`src/hw/rtl/tcrb_pkg.sv`:
```
// ----------------------------------------------------------------------------
// tcrb_pkg
// Shared constants, codes and control types of the pretrigger capture buffer.
// ----------------------------------------------------------------------------
package tcrb_pkg;

    // sizing
    localparam int STORE_DEPTH        = 1024;
    localparam int POST_TRIGGER_LIMIT = 512;
    localparam int PAYLOAD_WIDTH      = 64;

    localparam int IDX_W  = $clog2(STORE_DEPTH);
    localparam int FILL_W = $clog2(STORE_DEPTH + 1);
    localparam int PTC_W  = $clog2(POST_TRIGGER_LIMIT + 1);

    // fixed field widths
    localparam int OPCODE_W  = 2;
    localparam int SAMPLE_W  = 64;
    localparam int VALUE_W   = 16;
    localparam int STATUS_W  = 2;
    localparam int ENTRIES_W = 11;
    localparam int CFG_IDX_W = 2;
    localparam int CFG_DATA_W = 16;

    // opcodes
    localparam logic [OPCODE_W-1:0] OP_PUSH    = 2'd0;
    localparam logic [OPCODE_W-1:0] OP_POP     = 2'd1;
    localparam logic [OPCODE_W-1:0] OP_RESTART = 2'd2;

    // pop status codes
    localparam logic [STATUS_W-1:0] ST_MORE   = 2'd0;
    localparam logic [STATUS_W-1:0] ST_LAST   = 2'd1;
    localparam logic [STATUS_W-1:0] ST_EMPTY  = 2'd2;
    localparam logic [STATUS_W-1:0] ST_NOTPOP = 2'd3;

    // register indexes
    localparam logic [CFG_IDX_W-1:0] CFG_TORQUE_THR = 2'd0;
    localparam logic [CFG_IDX_W-1:0] CFG_SPEED_THR  = 2'd1;
    localparam logic [CFG_IDX_W-1:0] CFG_HALT       = 2'd2;

    localparam logic signed [VALUE_W-1:0] THR_RESET = 16'sd32767;

    // controller to datapath
    typedef struct packed {
        logic accept;
        logic load_result;
        logic from_ram;
    } tcrb_cmd_t;

    // datapath to controller
    typedef struct packed {
        logic pop_read;
    } tcrb_sts_t;

    // ring index advance with wrap
    function automatic logic [IDX_W-1:0] next_idx(input logic [IDX_W-1:0] idx);
        logic [IDX_W-1:0] res;
        if (idx == IDX_W'(STORE_DEPTH - 1))
        begin
            res = '0;
        end
        else
        begin
            res = idx + IDX_W'(1);
        end
        return res;
    endfunction

endpackage

```
`src/hw/rtl/tcrb_ctrl.sv`:
```
// ----------------------------------------------------------------------------
// tcrb_ctrl
// Request sequencing: accepts a request, waits out the RAM read of a pop,
// and owns the result valid flag.
// ----------------------------------------------------------------------------
module tcrb_ctrl (
    input  logic               clk,
    input  logic               rst_n,
    input  logic               in_valid,
    output logic               in_stall,
    output logic               out_valid,
    input  logic               out_stall,
    input  tcrb_pkg::tcrb_sts_t sts,
    output tcrb_pkg::tcrb_cmd_t cmd
);
    import tcrb_pkg::*;

    typedef enum logic [1:0] {
        S_IDLE = 2'b01,
        S_READ = 2'b10
    } state_t;

    state_t state_reg, state_next;
    logic   out_valid_reg, out_valid_next;
    logic   can_take;

    // room for a new request in S_IDLE once the result slot is free or draining
    assign can_take = (state_reg == S_IDLE) && (!out_valid_reg || !out_stall);
    assign in_stall = !can_take;

    always_comb
    begin
        state_next      = state_reg;
        cmd.accept      = 1'b0;
        cmd.load_result = 1'b0;
        cmd.from_ram    = 1'b0;
        unique case (state_reg)
            S_IDLE:
            begin
                if (can_take && in_valid)
                begin
                    cmd.accept = 1'b1;
                    if (sts.pop_read)
                    begin
                        state_next = S_READ;
                    end
                    else
                    begin
                        cmd.load_result = 1'b1;
                    end
                end
            end
            S_READ:
            begin
                cmd.load_result = 1'b1;
                cmd.from_ram    = 1'b1;
                state_next      = S_IDLE;
            end
            default:
            begin
                state_next = S_IDLE;
            end
        endcase
    end

    // result valid flag
    always_comb
    begin
        priority if (cmd.load_result)
        begin
            out_valid_next = 1'b1;
        end
        else if (!out_stall)
        begin
            out_valid_next = 1'b0;
        end
        else
        begin
            out_valid_next = out_valid_reg;
        end
    end

    always_ff @(posedge clk or negedge rst_n)
    begin
        if (!rst_n)
        begin
            state_reg     <= S_IDLE;
            out_valid_reg <= 1'b0;
        end
        else
        begin
            state_reg     <= state_next;
            out_valid_reg <= out_valid_next;
        end
    end

    assign out_valid = out_valid_reg;

endmodule

```
`config.mk`:
```
export PLATFORM = sky130hd
export DESIGN_NAME = tcrb_ctrl
export DESIGN_NICKNAME = d
export VERILOG_FILES = /design/src/hw/rtl/tcrb_pkg.sv /design/src/hw/rtl/tcrb_ctrl.sv
export SDC_FILE = /design/constraint.sdc
export NUM_CORES = 1
export LEC_CHECK = 0
export BUFFER_PORTS_ARGS = -buffer_cell sky130_fd_sc_hd__buf_2
export CAP_MARGIN = 20
export CORE_AREA = 5 5 42 44
export CTS_CLUSTER_SIZE = 40
export DETAILED_ROUTE_END_ITERATION = 12
export DIE_AREA = 0 0 47 49
export SYNTH_ARGS = -nofsm -noshare
export SYNTH_HDL_FRONTEND = slang
export SYNTH_SLANG_ARGS = --single-unit
```
`constraint.sdc`:
```
create_clock -name clk -period 1.93 [get_ports clk]
set_input_delay 0.386 -clock clk [delete_from_list [all_inputs] [get_ports clk]]
set_output_delay 0.386 -clock clk [all_outputs]
set_load 0.01 [all_outputs]
```
==> reports/results.ini, run 1 <==
[synth]
synth_warnings=0
avgSynthCellArea_um2=10.9
synth_nets=26
yosysSeqAreaShare_pct=37.0
synth_cells=19
synth_seq_cells=3
syn-cell-area_um2=206
ys_types=13

[critical_path]
cpMaxStageDelayCell=dfstp_2
crit_type=flop to output port
critPathArrivalTime_ns=1.47
max_stage_delay_ns=0.55
crit_required_ns=1.54
worstPathCellList=inv_2 -> ha_4 -> nand2b_4 -> o41ai_4 -> buf_2
critPathLaunchType=flop
cp_max_fo=3
crit_family=flip-flops
end_kind=output port
cp.buffers_inverters=2

[cts]
cts_root_buffer=clkbuf_4
cts.sinks=3
cts_buffer_depth=2
htree_levels=1
clk_pin_slew_worst_paths_ns=0.04
insertion_delay_ns=0.23
cts_buffers=3
cts_tree=yes

[pwr]
p_int_mw=0.359
leakage_nw=0.177
seqPwrFrac_pct=20.7
irDropWorstVdd_v=0.000312
power_mw=0.572
power.switching_mw=0.213
switching_share_pct=37.2
power_density_mw_per_mm2=1560
clock_power_share_pct=18.9
comb_power_share_pct=60.4

[global_route]
grt_max_degree=6
grt_pass1_wl_um=814
grt_pass1_vias=214
grt_overflow=0
antenna_found_initial=0
track_usage_pct=5.22

[drt]
wl_per_cell_um=11.2
drc=0
vias=203
vias_per_cell=4.06
drtPass1Iterations=1
final_antenna_net_count=0
wl_um=559
drt-initial-drc-count=0

[placed_design]
pre_cts_ws_ns=0.152
io_buffers=9
placed_area_um2=264
place.gp.congestion=0.595
hpwl_um=407

[sta]
slew_viol_final=0
post-route-period-util_pct=96.3
tightest_slew_ns=0.252
rsz0062_at_grt=no
max_freq_mhz=538
hold_viol_final=0
setup_viol=0
fin_ws_ns=0.0713
timing.slew.headroom_pct=83.2
layout_min_cycle_time_ns=1.86
finalSetupTns_ns=0
fin_skew_ns=0.000727

[cells_and_area]
design_area_um2=367
antenna_cells=0
syn_to_final_growth_pct=77.6
layout.nets=42
final_common_cell=buf_2
largest_reg_flops=2
layout-drive-gt1-share_pct=70.6
layout_common_cells=buf_2, clkbuf_4

[floorplanning]
rows=14
start_util_pct=14.7
die_h_um=49
pin_count=10
core_mm2=0.00140
die_area_mm2=0.00230
fp.dieW_um=47

[min_path]
hold_class=input pin to flop

[run_status]
status=finished, final reports clean

[job]
drv_cap=0

final timing paths:
path                              start      endpoint  slack [ns]  cells after the start
setup / recovery           state_reg[0]        cmd[1]        0.07                      5
hold / removal                      sts  state_reg[0]        0.43                      2
setup reg to reg           state_reg[1]  state_reg[1]        0.58                      5
hold reg to reg            state_reg[0]  state_reg[0]        0.51                      2
max in group asynchronous         rst_n  state_reg[0]        1.26                      2
min in group asynchronous         rst_n  state_reg[1]        0.48                      2
per-stage QoR:
step | hold WS [ns] | cells | util (%)
after floorplan | 0.0904 | 19 | -
after global placement | 0.185 | 43 | 18.8
after detailed placement | 0.184 | 43 | 18.8
after CTS | 0.401 | 48 | 22.3
after global routing | 0.435 | 50 | 26.2
final | 0.426 | 50 | 26.2
power groups by stage:
stage                     Sequential (mW)  Combinational, mW  Clock [mW]
final                               0.119              0.345       0.108
after global routing                0.122              0.373       0.121
after CTS                           0.112              0.241       0.115
after detailed placement            0.109              0.220           0
after global placement              0.109              0.214           0
after floorplan                     0.111              0.159           0
metal layers:
layer	up-vias	wire (um)	track usage, %
met3	0	56	2.21
met4	0	0	5.53
li1	98	-	-
met5	-	0	0
met2	7	335	7.92
met1	98	167	4.64
synth_stat cells:
cell	number	area, um^2
nand2_1	3	11.3
and2_4	2	17.5
dfrtp_1	2	50.1
ha_1	2	25.0
inv_1	2	7.51
a32o_1	1	10.0
a32oi_1	1	8.76
buf_4	1	7.51
dfstp_2	1	26.3
nand2b_1	1	6.26
nor2_1	1	3.75
o311ai_2	1	16.3
o41ai_2	1	16.3
final cells by class:
type	instances	area, um^2
multi-input combinational	13	166
clock buffer	4	26.3
sequential	3	76.3
fill	170	1030
inverter	2	7.51
timing repair buffer	12	70.1
tap	16	20.0
cells by family (layout without fill, tap and decap cells):
family / Yosys count / count (layout) / synth area share [%]
adders and majority gates: 2 / 2 / 12.1
DFF: 3 / 3 / 37.0
and+or+nand+nor: 7 / 7 / 18.8
AOI/OAI and AO/OA: 4 / 4 / 24.9
buffers and inverters: 3 / 18 / 7.28
what timing repair did:
item                                   in CTS  in global routing
setup buffers                               0                  2
setup endpoints to repair                   1                  1
hold buffers                                1                  0
endpoints found under the hold margin       2                  0
gates resized for setup                     1                  7
pin swaps                                   1                  3
(Power assumes the default switching activity.)
==> run 2: changes to the inputs <==
Settings changed: ABC_AREA set to 1, REMOVE_ABC_BUFFERS set to 1, TNS_END_PERCENT set to 20.
==> run 2 against run 1 <==
  * Sequential power decreased by 13%
  * Total power decreased by 35%
  * Sequential cell count unchanged
  * Largest cell class unchanged
  * Highest routed layer unchanged
==> reports/results.ini, run 2 <==
[sta]
tightest_slew_ns=0.122  ; was 0.252 ns
layout_min_cycle_time_ns=1.78  ; was 1.86 ns
fin_ws_ns=0.148  ; was 0.0713 ns
hold_viol_final=0  ; unchanged
timing.slew.headroom_pct=91.8  ; was 83.2%
fin_skew_ns=0.000675  ; was 0.000727 ns
max_freq_mhz=561  ; was 538 MHz
holdWs_ns=0.422  ; was 0.426 ns
setup_viol=0  ; unchanged
slew_viol_final=0  ; unchanged
post-route-period-util_pct=92.3  ; was 96.3%
rsz0062_at_grt=no  ; unchanged
finalSetupTns_ns=0  ; unchanged

[placed_design]
place.gp.congestion=0.619  ; was 0.595
pre_cts_ws_ns=0.360  ; was 0.152 ns
placed_area_um2=246  ; was 264 um^2
io_buffers=9  ; unchanged
placed_cells=48  ; was 43
hpwl_um=315  ; was 407 um

[pwr]
power_density_mw_per_mm2=1300  ; was 1560 mW/mm^2
power_mw=0.372  ; was 0.572 mW
irDropWorstVdd_v=0.000208  ; was 0.000312 V
leakage_nw=0.183  ; was 0.177 nW

[critical_path]
r2r_slack_ns=0.80  ; was 0.58 ns
cpMaxStageDelayCell=dfstp_2  ; unchanged
critPathArrivalTime_ns=1.40  ; was 1.47 ns
crit_required_ns=1.54  ; about the same
crit_top_cell=nand2_1
end_kind=output port  ; unchanged
critPathLaunchType=flop  ; unchanged
worstPathCellList=ha_2 -> nand4_1 -> nand2_1 -> nand2_1 -> inv_1 -> buf_2  ; was inv_2 -> ha_4 -> nand2b_4 -> o41ai_4 -> buf_2
worstRegToRegCells=6  ; was 5
crit_type=flop to output port  ; unchanged
max_stage_delay_ns=0.54  ; was 0.55 ns
cp_max_fo=6  ; was 3

[global_route]
track_usage_pct=4.73  ; was 5.22%
antenna_found_initial=0  ; unchanged
grt_pass1_vias=177  ; was 214
grt_pass1_wl_um=669  ; was 814 um
grt_max_degree=7  ; was 6
grt_overflow=0  ; unchanged

[synth]
synth_warnings=0  ; unchanged
synth_area_leaders=dfrtp_1, dfstp_2, inv_1  ; was dfrtp_1, dfstp_2, ha_1
syn-cell-area_um2=189  ; was 206 um^2
synth_cells=24  ; was 19
async_reset_ff_share_pct=100  ; unchanged
yosysMostFrequentCell=inv_1  ; was nand2_1
synth_seq_cells=3  ; unchanged
yosysTopAreaCell=dfrtp_1  ; unchanged
yosys_most_used_dff=dfrtp_1  ; unchanged
synth_top_area_share_pct=26.5  ; was 24.2%
synth_common_cells=inv_1, nand2_1, dfrtp_1, ha_1, nand4_1  ; was nand2_1, and2_4, dfrtp_1, ha_1, inv_1
ys_types=10  ; was 13
yosysSeqAreaShare_pct=40.4  ; was 37.0%
avgSynthCellArea_um2=7.87  ; was 10.9 um^2
synth_enable_flop_cells=0  ; unchanged

[floorplanning]
die_h_um=49  ; unchanged
start_util_pct=13.5  ; was 14.7%
pin_count=10  ; unchanged
die_area_mm2=0.00230  ; unchanged
fp.dieW_um=47  ; unchanged
rows=14  ; unchanged
core_mm2=0.00140  ; unchanged

[cts]
cts_buffer_depth=2  ; unchanged
postCtsSetupBuffers=0  ; unchanged
cts.sinks=3  ; unchanged
cts_tree=yes  ; unchanged
insertion_delay_ns=0.23  ; about the same
clk_pin_slew_worst_paths_ns=0.04  ; about the same
htree_levels=1  ; unchanged
cts_buffers=3  ; unchanged
cts_root_buffer=clkbuf_4  ; unchanged

[cells_and_area]
syn_to_final_growth_pct=51.0  ; was 77.6%
final_core_util_pct=20.4  ; was 26.2%
largest_reg_flops=2  ; unchanged
antenna_cells=0  ; unchanged
layout-drive-gt1-share_pct=40.5  ; was 70.6%
fill_cells=174  ; was 170
final_common_cell=buf_2  ; unchanged
stdcell_count=53  ; was 50
layout_common_cells=buf_2, inv_1, nand2_1  ; was buf_2, clkbuf_4
layout.nets=45  ; was 42
design_area_um2=285  ; was 367 um^2

[drt]
drc=0  ; unchanged
wl_um=396  ; was 559 um
drt-initial-drc-count=1  ; was 0
drtPass1Iterations=2  ; was 1
vias=177  ; was 203
final_antenna_net_count=0  ; unchanged
wl_per_cell_um=7.47  ; was 11.2 um
vias_per_cell=3.34  ; was 4.06

[job]
drv_cap=0  ; unchanged

[run_status]
status=finished, final reports clean  ; unchanged

[min_path]
hold_path_depth=3  ; was 2
hold_class=input pin to flop  ; unchanged

==> run 2: cell count changes after synthesis, sizes merged, moves of 2 or more <==
cell / before / now
inv: 2 / 7
nand4: 0 / 2
nand2: 3 / 7
and2: 2 / 0
==> run 2: final cells by class <==
cell class                 count  area (um^2)  share of cell area, %
timing repair buffer          10         55.1                   19.3
inverter                       7         26.3                   9.21
multi-input combinational     13         81.3                   28.5
sequential                     3         76.3                   26.8
tap                           16         20.0                   7.02
clock buffer                   4         26.3                   9.21
==> run 2: repair_timing <==
action / CTS / global route
resized for setup: 0 / 1
hold buffers: 1 / 0
hold endpoints to repair: 2 / 0
endpoints found under the setup margin: 0 / 1
==> run 2: final timing paths <==
check	start	endpoint
worst min register to register	state_reg[0]	state_reg[0]
max in group asynchronous	rst_n	state_reg[0]
min in group asynchronous	rst_n	state_reg[1]
worst max-delay path	state_reg[0]	cmd[1]
worst max register to register	state_reg[0]	out_valid
worst min-delay path	out_stall	out_valid
==> run 2: power breakdown <==
| part | switching, mW | leakage [nW] | internal, mW |
|---|---|---|---|
| registers | 0.0137 | 0.0367 | 0.0904 |
| logic | 0.0903 | 0.132 | 0.0697 |
| clock network | 0.0301 | 0.0150 | 0.0773 |
==> run 2: cell families after synthesis <==
logic type	count (synthesis)	share of synthesized area, %
simple gates	10	24.5
flops	3	40.4
fa+ha+maj	2	13.2
buf+inv	8	17.9
compound gates	1	3.97
==> run 2: metal layers <==
metal  vias up  part of all wire [%]  global-route usage, %  routed length [um]
met5         -                     0                      0                   0
met4         0                     0                   6.91                   0
met3         0                    16                   3.32                  63
met2         8                    44                   5.20                 174
met1        70                    40                   4.42                 159
li1         99                     -                      -                   -
==> run 2: critical path, delay by kind of cell (launching register included) <==
| family | cells | cell delay (ns) |
|---|---|---|
| DFF | 1 | 0.54 |
| adders and majority gates | 1 | 0.22 |
| buffers and inverters | 2 | 0.17 |
| and+or+nand+nor | 3 | 0.24 |
==> run 3: changes to the inputs <==
==> constraint.sdc (replaced) <==
create_clock -name clk -period 1.93 [get_ports clk]
set_input_delay 0.386 -clock clk [delete_from_list [all_inputs] [get_ports clk]]
set_output_delay 0.386 -clock clk [all_outputs]
set_load 0.02 [all_outputs]
==> run 3 against run 2 <==
  * Clock skew is 0.0014 ns higher
  * Hold slack better by 0.015 ns
  * Sequential power about the same
  * Via count is 4.5% higher
  * Final cell count unchanged
  * Cell area stayed put
  * Utilization stayed put
  * Fmax barely moved
  * Sequential cell count did not move
  * Critical path type unchanged
  * Critical endpoint unchanged
==> reports/results.ini, run 3 (same netlist as run 2, synthesis figures left out) <==
[cells_and_area]
design_area_um2=285  ; unchanged
stdcell_count=53  ; unchanged
antenna_cells=0  ; unchanged
final_common_cell=buf_2  ; unchanged
fill_cells=160  ; was 174
layout.nets=45  ; unchanged
largest_reg_flops=2  ; unchanged
syn_to_final_growth_pct=51.0  ; unchanged
layout_common_cells=buf_2, inv_1, nand2_1  ; unchanged
layout-drive-gt1-share_pct=40.5  ; unchanged

[run_status]
status=finished, final reports clean  ; unchanged

[floorplanning]
die_area_mm2=0.00230  ; unchanged
fp.dieW_um=47  ; unchanged
core_mm2=0.00140  ; unchanged
rows=14  ; unchanged
start_util_pct=13.5  ; unchanged
die_h_um=49  ; unchanged
pin_count=10  ; unchanged

[cts]
postCtsSetupBuffers=0  ; unchanged
cts_buffers=3  ; unchanged
cts.sinks=3  ; unchanged
insertion_delay_ns=0.23  ; about the same
cts_buffer_depth=2  ; unchanged
cts_tree=yes  ; unchanged
htree_levels=1  ; unchanged
cts_root_buffer=clkbuf_4  ; unchanged
clk_pin_slew_worst_paths_ns=0.04  ; about the same

[critical_path]
critPathLaunchType=flop  ; unchanged
end_kind=output port  ; unchanged
crit_type=flop to output port  ; unchanged
r2r_slack_ns=0.81  ; was 0.80 ns
cp-startpoint=state_reg[0]  ; unchanged
timing.rr.start=state_reg[0]  ; unchanged
crit_required_ns=1.54  ; about the same
worstRegToRegCells=5  ; was 6
r2r-end=out_valid  ; unchanged
cp_max_fo=6  ; unchanged
critPathArrivalTime_ns=1.40  ; about the same

[global_route]
grt_pass1_vias=176  ; was 177
track_usage_pct=4.44  ; was 4.73%
grt_pass1_wl_um=676  ; was 669 um
grt_max_degree=7  ; unchanged
grt_overflow=0  ; unchanged
antenna_found_initial=0  ; unchanged

[placed_design]
io_buffers=9  ; unchanged
placed_area_um2=246  ; unchanged
hpwl_um=326  ; was 315 um
place.gp.congestion=0.637  ; was 0.619
pre_cts_ws_ns=0.343  ; was 0.360 ns
placed_cells=48  ; unchanged

[drt]
drtPass1Iterations=2  ; unchanged
vias=185  ; was 177
vias_per_cell=3.49  ; was 3.34
wl_um=371  ; was 396 um
wl_per_cell_um=7.00  ; was 7.47 um
drt-initial-drc-count=4  ; was 1
final_antenna_net_count=0  ; unchanged
drc=0  ; unchanged

[sta]
finalSetupTns_ns=0  ; unchanged
setup_viol=0  ; unchanged
post-route-period-util_pct=92.4  ; was 92.3%
tightest_slew_ns=0.108  ; was 0.122 ns
hold_viol_final=0  ; unchanged
max_freq_mhz=561  ; about the same
slew_viol_final=0  ; unchanged
layout_min_cycle_time_ns=1.78  ; about the same
fin_ws_ns=0.147  ; was 0.148 ns
fin_skew_ns=0.00211  ; was 0.000675 ns
rsz0062_at_grt=no  ; unchanged
timing.slew.headroom_pct=92.8  ; was 91.8%

[pwr]
irDropWorstVdd_v=0.000236  ; was 0.000208 V
power_density_mw_per_mm2=1400  ; was 1300 mW/mm^2
leakage_nw=0.183  ; unchanged

[job]
drv_cap=0  ; unchanged

[min_path]
min_to=out_valid  ; unchanged
hold_class=input pin to flop  ; unchanged
hold_path_depth=3  ; unchanged
hp-start=out_stall  ; unchanged

## run 3: cell counts in the layout (fill, tap and decap cells not counted)
No cell type changed its count.
## run 3: report_power, final
group | switching [mW] | internal [mW] | total, mW | leakage (nW)
clock network | 0.0300 | 0.0773 | 0.107 | 0.0150
logic | 0.118 | 0.0702 | 0.189 | 0.132
registers | 0.0132 | 0.0903 | 0.103 | 0.0367
total | 0.162 | 0.238 | 0.399 | 0.183
## run 3: layout make-up
type	instances	area, um^2	share of cell area (%)
flip-flops and latches	3	76.3	26.8
well taps	16	20.0	7.02
repair buffers	10	55.1	19.3
inverters	7	26.3	9.21
clock buffers	4	26.3	9.21
multi-input cells	13	81.3	28.5
## run 3: worst max-delay path by stage
stage | end | slack (ns) | cells past startpoint
3_5_place_dp | cmd[1] | 0.34 | 6
5_1_grt | cmd[1] | 0.04 | 6
3_3_place_gp | cmd[1] | 0.35 | 6
2_1_floorplan | cmd[1] | 0.44 | 6
4_1_cts | cmd[1] | 0.09 | 6
6_report | cmd[1] | 0.15 | 6
## run 3: repair_timing
item / 4_1_cts / 5_1_grt
hold endpoints to repair: 2 / 0
resized for setup: 0 / 1
setup endpoints to repair: 0 / 1
hold buffers: 1 / 0
## run 3: through the flow
| stage | power (mW) | hold slack [ns] | util, % |
|---|---|---|---|
| 5_1_grt | 0.443 | 0.463 | 20.4 |
| 3_5_place_dp | 0.293 | 0.185 | 17.6 |
| 3_3_place_gp | 0.288 | 0.182 | 17.6 |
| 6_report | 0.399 | 0.437 | 20.4 |
| 4_1_cts | 0.406 | 0.439 | 20.2 |
| 2_1_floorplan | 0.235 | 0.0904 | - |
## run 3: routing by layer
metal	global-route usage (%)	share of wire [%]	vias up
li1	-	-	98
met3	2.58	17	0
met5	0	0	-
met1	4.86	41	79
met2	4.98	42	8
met4	5.53	0	0
## run 3: worst max-delay path, stage by stage, from the launching register on
cell and delay [ns]:
dfstp_2 0.53, ha_2 0.22, nand4_1 0.10, nand2_1 0.06
nand2_1 0.06, inv_1 0.04, buf_2 0.15
